===== src/slt_pkg.sv =====
// Shared types, constants and character classes of the shell line tokenizer.
`default_nettype none

package slt_pkg;

  localparam int MAX_LINE = 4096;
  localparam int START_W  = 12;
  localparam int LEN_W    = 13;
  localparam int FIFO_DEPTH = 4;
  localparam int PTR_W    = $clog2(FIFO_DEPTH);
  localparam int CNT_W    = $clog2(FIFO_DEPTH + 1);

  // Token kinds, plus the mode of an empty line.
  localparam logic [2:0] K_WS      = 3'd0;
  localparam logic [2:0] K_ATOM    = 3'd1;
  localparam logic [2:0] K_SYM     = 3'd2;
  localparam logic [2:0] K_STR     = 3'd3;
  localparam logic [2:0] K_COMMENT = 3'd4;
  localparam logic [2:0] K_PATH    = 3'd5;
  localparam logic [2:0] M_IDLE    = 3'd6;

  // Symbol join codes: what the open symbol may still absorb.
  localparam logic [2:0] PEND_NONE  = 3'd0;
  localparam logic [2:0] PEND_EQ    = 3'd1;
  localparam logic [2:0] PEND_BAR   = 3'd2;
  localparam logic [2:0] PEND_LT    = 3'd3;
  localparam logic [2:0] PEND_ASSIGN = 3'd4;

  // Quote tracking inside a string.
  localparam logic [1:0] Q_NONE   = 2'd0;
  localparam logic [1:0] Q_INSIDE = 2'd1;
  localparam logic [1:0] Q_CLOSED = 2'd2;

  localparam logic [7:0] HIGH_BIT  = 8'h80;
  localparam logic [7:0] CH_HASH   = 8'h23;
  localparam logic [7:0] CH_SLASH  = 8'h2F;
  localparam logic [7:0] CH_QUOTE  = 8'h27;
  localparam logic [7:0] CH_DOLLAR = 8'h24;

  typedef struct packed {
    logic [2:0]       mode;
    logic [1:0]       quote_phase;
    logic [2:0]       pending;
    logic [7:0]       prev_char;
    logic [START_W-1:0] token_begin;
    logic [LEN_W-1:0] line_pos;
    logic             overflowed;
  } lex_state_t;

  typedef struct packed {
    logic             ovf;
    logic             done;
    logic [2:0]       kind;
    logic [LEN_W-1:0] length;
    logic [START_W-1:0] start;
  } tok_t;

  localparam lex_state_t LEX_RESET = '{
    mode: M_IDLE, quote_phase: Q_NONE, pending: PEND_NONE, prev_char: 8'h00,
    token_begin: '0, line_pos: '0, overflowed: 1'b0};

  function automatic logic is_space(input logic [7:0] c);
    return (c == " ") || (c == 8'h0A) || (c == 8'h09) || (c == 8'h0D);
  endfunction

  function automatic logic is_sym(input logic [7:0] c, input logic in_word);
    logic r;
    r = 1'b0;
    unique case (c)
      "{", "}", "(", ")", "<", ">", "=", ";", "|", "^", "[", "]", ".": r = 1'b1;
      ":", "+": r = !in_word;
      default: r = 1'b0;
    endcase
    return r;
  endfunction

  function automatic logic word_byte(input logic [7:0] c, input logic [7:0] prev);
    logic r;
    r = 1'b1;
    if ((c & HIGH_BIT) != 8'h00) begin
      r = 1'b1;
    end else if (prev == CH_DOLLAR &&
                 (c == "^" || c == ":" || c == 8'h22 || c == CH_HASH)) begin
      r = 1'b1;
    end else if (is_space(c) || is_sym(c, 1'b1) || c == CH_QUOTE) begin
      r = 1'b0;
    end
    return r;
  endfunction

  function automatic logic [2:0] pair_code(input logic [7:0] c);
    logic [2:0] r;
    r = PEND_NONE;
    unique case (c)
      "=":      r = PEND_EQ;
      "|":      r = PEND_BAR;
      "<":      r = PEND_LT;
      ":", "+": r = PEND_ASSIGN;
      default:  r = PEND_NONE;
    endcase
    return r;
  endfunction

endpackage

`default_nettype wire


===== src/slt_step.sv =====
// One byte step of the lexer: next state and the up to two tokens it reports.
`default_nettype none

module slt_step (
  input  slt_pkg::lex_state_t st,
  input  logic [7:0]          in_byte,
  input  logic                eol,
  output slt_pkg::lex_state_t st_next,
  output logic                res0_valid,
  output slt_pkg::tok_t       res0,
  output logic                res1_valid,
  output slt_pkg::tok_t       res1
);
  import slt_pkg::*;

  localparam logic [LEN_W-1:0] LIMIT = LEN_W'(MAX_LINE);
  localparam logic [START_W-1:0] LAST_START = START_W'(MAX_LINE - 1);

  always_comb begin
    logic [LEN_W-1:0]   pos;
    logic [LEN_W-1:0]   lp_new;
    logic [START_W-1:0] at;
    logic [START_W-1:0] tb;
    logic               ovf;
    logic               ext;
    logic [2:0]         mode;
    logic [1:0]         qp;
    logic [2:0]         pend;

    mode = st.mode;
    qp   = st.quote_phase;
    pend = st.pending;
    tb   = st.token_begin;
    ovf  = st.overflowed;
    pos  = st.line_pos;
    if (pos >= LIMIT) begin
      ovf = 1'b1;
      pos = LIMIT;
    end
    at = (pos < LIMIT) ? pos[START_W-1:0] : LAST_START;

    // Does this byte extend the open token?
    ext = 1'b0;
    unique case (mode)
      K_WS: ext = is_space(in_byte);
      K_ATOM: begin
        if (word_byte(in_byte, st.prev_char)) begin
          ext = 1'b1;
          if (in_byte == CH_SLASH) mode = K_PATH;
        end
      end
      K_PATH: ext = !(is_space(in_byte) || in_byte == CH_HASH);
      K_SYM: begin
        if (pend == PEND_EQ || pend == PEND_BAR) begin
          ext = (in_byte == ">");
        end else if (pend == PEND_LT) begin
          ext = (in_byte == "<") || (in_byte == "=");
        end else if (pend == PEND_ASSIGN) begin
          ext = (in_byte == "=");
        end
        if (ext) pend = PEND_NONE;
      end
      K_STR: begin
        if (qp == Q_CLOSED) begin
          if (in_byte == CH_QUOTE) begin
            qp  = Q_INSIDE;
            ext = 1'b1;
          end
        end else begin
          ext = 1'b1;
          if (in_byte == CH_QUOTE) qp = Q_CLOSED;
        end
      end
      K_COMMENT: ext = 1'b1;
      default: ext = 1'b0;
    endcase

    res0_valid = 1'b0;
    res0       = '0;
    if (!ext) begin
      if (mode != M_IDLE) begin
        res0_valid  = 1'b1;
        res0.start  = st.token_begin;
        res0.length = pos - {1'b0, st.token_begin};
        res0.kind   = mode;
        res0.done   = 1'b0;
        res0.ovf    = ovf;
      end
      // The closing byte opens the next token.
      tb   = at;
      qp   = Q_NONE;
      pend = PEND_NONE;
      if (is_space(in_byte)) begin
        mode = K_WS;
      end else if (is_sym(in_byte, 1'b0)) begin
        mode = K_SYM;
        pend = pair_code(in_byte);
      end else if (in_byte == CH_HASH) begin
        mode = K_COMMENT;
      end else if (in_byte == CH_QUOTE) begin
        mode = K_STR;
        qp   = Q_INSIDE;
      end else if (in_byte == CH_SLASH) begin
        mode = K_PATH;
      end else begin
        mode = K_ATOM;
      end
    end

    lp_new = (pos < LIMIT) ? pos + LEN_W'(1) : LIMIT;

    res1_valid  = eol;
    res1.start  = tb;
    res1.length = lp_new - {1'b0, tb};
    res1.kind   = mode;
    res1.done   = 1'b1;
    res1.ovf    = ovf;

    if (eol) begin
      st_next = LEX_RESET;
    end else begin
      st_next.mode        = mode;
      st_next.quote_phase = qp;
      st_next.pending     = pend;
      st_next.prev_char   = in_byte;
      st_next.token_begin = tb;
      st_next.line_pos    = lp_new;
      st_next.overflowed  = ovf;
    end
  end

endmodule

`default_nettype wire


===== src/shell_line_tokenizer.sv =====
// Top level of the shell line tokenizer: lexer state and token output queue.
// Throughput: one byte per cycle while the four-entry token queue has room for
// two; a byte that reports two tokens needs two output transfers, the queue
// absorbing the extra one. A token is queued when its closing byte is accepted.
// Reset: rst clears the lexer to the no-token-open state and empties the queue.
`default_nettype none

module shell_line_tokenizer (
  input  logic        clk,
  input  logic        rst,
  // Input bytes of the line.
  input  logic        s_axis_tvalid,
  output logic        s_axis_tready,
  input  logic [7:0]  s_axis_tdata,   // [7:0] in_byte
  input  logic        s_axis_tlast,   // end_of_line
  // Reported tokens.
  output logic        m_axis_tvalid,
  input  logic        m_axis_tready,
  output logic [31:0] m_axis_tdata,   // [11:0] tok_start, [24:12] tok_length,
                                      // [27:25] tok_kind, [31:28] zero
  output logic        m_axis_tlast,   // line_done
  output logic        m_axis_tuser    // overflow
);
  import slt_pkg::*;

  // Lexer state. It only advances on an accepted input transfer; the line
  // position, token start and overflow flag live here as well.
  lex_state_t st;
  lex_state_t st_next;

  logic  res0_valid;
  logic  res1_valid;
  tok_t  res0;
  tok_t  res1;

  slt_step u_step (
    .st         (st),
    .in_byte    (s_axis_tdata),
    .eol        (s_axis_tlast),
    .st_next    (st_next),
    .res0_valid (res0_valid),
    .res0       (res0),
    .res1_valid (res1_valid),
    .res1       (res1)
  );

  // Token queue. A byte adds at most two entries, so input is taken while
  // there is room for two, which also lets a byte in while a finished token
  // waits for the downstream side.
  tok_t             fifo [FIFO_DEPTH];
  logic [PTR_W-1:0] wr_ptr;
  logic [PTR_W-1:0] rd_ptr;
  logic [CNT_W-1:0] count;

  logic       in_fire;
  logic       out_fire;
  logic [1:0] n_wr;
  tok_t       wdata0;

  assign s_axis_tready = (count <= CNT_W'(FIFO_DEPTH - 2));
  assign in_fire  = s_axis_tvalid && s_axis_tready;
  assign out_fire = m_axis_tvalid && m_axis_tready;

  // Tokens are packed so that the first one reported goes into the first slot.
  assign n_wr   = in_fire ? ({1'b0, res0_valid} + {1'b0, res1_valid}) : 2'd0;
  assign wdata0 = res0_valid ? res0 : res1;

  always_ff @(posedge clk) begin
    if (rst) begin
      st     <= LEX_RESET;
      wr_ptr <= '0;
      rd_ptr <= '0;
      count  <= '0;
    end else begin
      if (in_fire) st <= st_next;
      wr_ptr <= wr_ptr + PTR_W'(n_wr);
      if (out_fire) rd_ptr <= rd_ptr + PTR_W'(1);
      count <= count + CNT_W'(n_wr) - CNT_W'(out_fire);
    end
  end

  // Queue storage carries payload only; the counters above say what is valid.
  always_ff @(posedge clk) begin
    if (n_wr != 2'd0) fifo[wr_ptr] <= wdata0;
    if (n_wr == 2'd2) fifo[wr_ptr + PTR_W'(1)] <= res1;
  end

  tok_t head;
  assign head = fifo[rd_ptr];

  assign m_axis_tvalid = (count != '0);
  assign m_axis_tdata  = {4'b0000, head.kind, head.length, head.start};
  assign m_axis_tlast  = head.done;
  assign m_axis_tuser  = head.ovf;

endmodule

`default_nettype wire


===== config.mk =====
export PLATFORM = sky130hd
export DESIGN_NAME = shell_line_tokenizer
export DESIGN_NICKNAME = d
export VERILOG_FILES = /design/src/slt_pkg.sv /design/src/slt_step.sv /design/src/shell_line_tokenizer.sv
export SDC_FILE = /design/constraint.sdc
export NUM_CORES = 1
export LEC_CHECK = 0
export BUFFER_PORTS_ARGS = -buffer_cell sky130_fd_sc_hd__buf_2
export CORE_ASPECT_RATIO = 1.5
export CORE_UTILIZATION = 60
export CTS_CLUSTER_DIAMETER = 120
export DETAILED_ROUTE_END_ITERATION = 8
export GPL_ROUTABILITY_DRIVEN = 1
export MAX_ROUTING_LAYER = met4
export PLACE_DENSITY = 0.8
export SLEW_MARGIN = 15
export SYNTH_ARGS = -nofsm -noshare
export SYNTH_HDL_FRONTEND = slang
export SYNTH_SLANG_ARGS = --single-unit

===== constraint.sdc =====
create_clock -name clk -period 5.8 [get_ports clk]
set_input_delay 1.16 -clock clk [delete_from_list [all_inputs] [get_ports clk]]
set_output_delay 1.16 -clock clk [all_outputs]
set_load 0.005 [all_outputs]

==> run summary <==
Leakage = 3.89 nW
Setup bufs post-CTS = 0
Mean routed wirelength per cell = 23.1 um
Core area = 0.0161 mm^2
Initial core utilization = 61.2%
Share of layout cells above drive strength 1 = 18.9%
Vias = 7,824
Port Buffers = 44
Final setup viols = 0
Critical path launch point type = input port
Switching Share = 36.1%
P_int = 0.00269 W
N_diodes = 0
Final Hold Fails = 0
CP Capture Type = flop
FFs w/ async S/R, synth = 0%
Clock Latency Late Sink = 0.43 ns
Grt met3 use = 4.99%
Status = finished clean
Most frequent cells in the layout = 116 x edfxtp_1, 102 x o22ai_1, 85 x nor2_1
Synth Cell Area = 0.00987 mm^2
VDD IR-drop max = 211 uV
Commonest non-fill, non-tap cell in the layout = edfxtp_1
Detail Route Antenna Nets = 0
Clock Power Share = 26.8%
Worst EP arrival = 5.36 ns
Die Width = 107 um
Seq pwr share = 36.4%
Vias per cell = 6.74
WP data required = 5.95 ns
Crit Path Max Fanout = 20
Synthesis Warnings = 0
Grt total ovfl = 0
Reg2Reg Setup Slack = 1.11 ns
IO Count = 49
Critical path class = in -> reg
Fin. max-slew vios = 0
Psw = 0.00152 W
HP Start = st[30]$_SDFFE_PP0P_
Routing usage on met1 = 34.2%
DRT Pass-1 Iters = 6
PwrDens = 388 mW/mm^2
Distinct cells, synth = 84
Number of global-route vias before repair = 7,913
Combinational share of power = 36.8%
Clock Skews = 0.0135 ns
Initial antenna violation count = 0
Slew @ Worst Pin = 1.25 ns
Hold path endpoint = st[30]$_SDFFE_PP0P_
FF-to-FF path depth = 17
GR peak layer = met2
Largest net degree at the start of global routing = 39
Tmin final = 5.21 ns
Clock tree buffer depth = 2
Util after Layout = 67.2%
MaxCap Viol Count = 0
Aggregate global-route resource usage = 33.5%
Met2 usage = 57.9%
TNS Setup = 0 ns
# H-tree levels = 4
Synth Flop Type = edfxtp_1
Period Utilization, post-route = 89.9%
Drt total wl = 26.8 mm
Hold Crit Class = reg -> reg
Residual DRC = 0
Sink Count = 171
Final nets = 987
TritonCTS clock tree = built
Worst-path clk slew = 0.07 ns
DIE AREA = 0.0170 mm^2
Post_cts resized = 0
Die height = 159 um
Reg2reg start = st[39]$_SDFFE_PP0P_
Post-synth EDFFs = 116
Relative slew slack = 15.3%
Initial DRC Count = 619
Seq/Total Area, Yosys = 46.4%
Global-route wire length before repair = 41.5 mm
Post-DP HPWL = 18.2 mm
RSZ-0062 raised after global routing = no
CTS buffer count = 17
Clk root buf = clkbuf_16
P&R area growth vs syn = 9.76%
Yosys reg bits = 171
Worst r2r dst = fifo[2][24]$_DFFE_PP_
Worst Hold Path Cells = 2
Mapped Avg Cell Area = 10.9 um^2
Synth Instances = 908
Cts-stage hold buffer count = 0
FMAX = 192 MHz
Fill count = 1,234
Gpl congestion = 0.922
# rows = 57
==> power groups by stage <==
stage               clock network (W)  logic [W]  registers, W
floorplan                           0    0.00106       0.00153
global placement                    0    0.00150       0.00154
detailed placement                  0    0.00153       0.00156
CTS                           0.00112    0.00154       0.00153
global route                  0.00117    0.00166       0.00154
finish                        0.00113    0.00155       0.00153
==> state kept, by name (all words and copies together) (netlist names), named ones only <==
| register | flops |
|---|---|
| fifo | 120 |
| wr_ptr | 2 |
| rd_ptr | 2 |
| count | 3 |
| st | 42 |
==> layer usage <==
layer | wire length (um) | up-vias | part of all wire (%)
met2 | 14100 | 443 | 53
li1 | - | 3545 | -
met4 | 1990 | 0 | 7.4
met5 | 0 | - | 0
met1 | 8890 | 3700 | 33
met3 | 1800 | 136 | 6.7
==> Yosys cell counts (5+ instances only) <==
| cell | count | share of area (%) |
|---|---|---|
| clkbuf_1 | 23 | 0.87 |
| o22ai_2 | 5 | 0.63 |
| edfxtp_1 | 116 | 35 |
| o2bb2ai_1 | 6 | 0.53 |
| mux4_2 | 30 | 6.8 |
| a21o_1 | 7 | 0.53 |
| a21oi_1 | 35 | 1.8 |
| nand3b_1 | 13 | 0.99 |
| buf_2 | 13 | 0.66 |
| o21ai_2 | 8 | 0.71 |
| nor4_1 | 7 | 0.44 |
| xnor2_1 | 18 | 1.6 |
| mux2_4 | 5 | 0.76 |
| xor2_1 | 19 | 1.7 |
| buf_1 | 10 | 0.38 |
| dfxtp_1 | 55 | 11 |
| nor2b_1 | 28 | 1.8 |
| nor2_1 | 85 | 3.2 |
| and3_1 | 6 | 0.38 |
| o22ai_1 | 102 | 6.5 |
| nand3_1 | 14 | 0.71 |
| ha_1 | 30 | 3.8 |
| o21ai_1 | 8 | 0.41 |
| a22oi_1 | 10 | 0.76 |
| nand2b_1 | 8 | 0.51 |
| o21ai_0 | 30 | 1.5 |
| buf_6 | 6 | 0.68 |
| nand2_1 | 65 | 2.5 |
| inv_1 | 27 | 1.0 |
| nor3_1 | 11 | 0.56 |
| buf_4 | 9 | 0.68 |
==> cell families after synthesis <==
| logic type | synth area share (%) |
|---|---|
| buffers and inverters | 4.37 |
| XOR/XNOR | 3.28 |
| AND/OR/NAND/NOR | 15.1 |
| adder cells (fa/ha/maj) | 4.51 |
| flip-flops | 46.4 |
| other | 0.0380 |
| AO/OA/AOI/OAI | 18.3 |
| multiplexers | 7.94 |
==> per-stage QoR <==
step | area (um^2) | std cells | hold slack, ns | total power (W) | setup WS (ns)
floorplan | 9880 | 911 | 0.432 | 0.00259 | 0.596
global route | 10800 | 1160 | 0.477 | 0.00438 | 0.377
CTS | 10800 | 1160 | 0.455 | 0.00419 | 0.657
global placement | 10200 | 1128 | 0.440 | 0.00304 | 0.348
finish | 10800 | 1160 | 0.451 | 0.00421 | 0.588
detailed placement | 10200 | 1128 | 0.445 | 0.00308 | 0.232
==> worst max-delay path by stage <==
stage / startpoint / endpoint / slack, ns / depth (start not counted)
global route: s_axis_tdata[3] / fifo[2][21]$_DFFE_PP_ / 0.38 / 17
finish: s_axis_tdata[3] / fifo[2][24]$_DFFE_PP_ / 0.59 / 18
global placement: s_axis_tdata[3] / fifo[2][24]$_DFFE_PP_ / 0.35 / 18
CTS: s_axis_tdata[3] / fifo[2][24]$_DFFE_PP_ / 0.66 / 18
floorplan: s_axis_tdata[6] / fifo[3][0]$_DFFE_PP_ / 0.60 / 14
detailed placement: s_axis_tdata[3] / fifo[2][24]$_DFFE_PP_ / 0.23 / 18
==> worst max-delay path, cell delays in order <==
cell	delay, ns
buf_2	0.25
and4b_1	0.30
nand3b_1	0.14
a2111oi_4	0.57
nor3b_1	0.10
a31o_2	0.40
buf_4	0.24
o21ai_2	0.23
ha_1	0.31
nor2b_1	0.16
o2111ai_1	0.17
nand4b_1	0.22
a31oi_1	0.42
nor2_1	0.09
a211oi_1	0.19
buf_4	0.17
or2_2	0.10
o221ai_1	0.11
==> layout make-up <==
type,count,area (um^2),area share [%]
multi-input cells,651,4870,44.9
flip-flops and latches,171,4590,42.3
clock buffers,18,439,4.05
repair buffers,72,430,3.97
well taps,206,258,2.38
clock inverters,14,148,1.36
inverters,28,108,0.993
(Power assumes the default switching activity.)
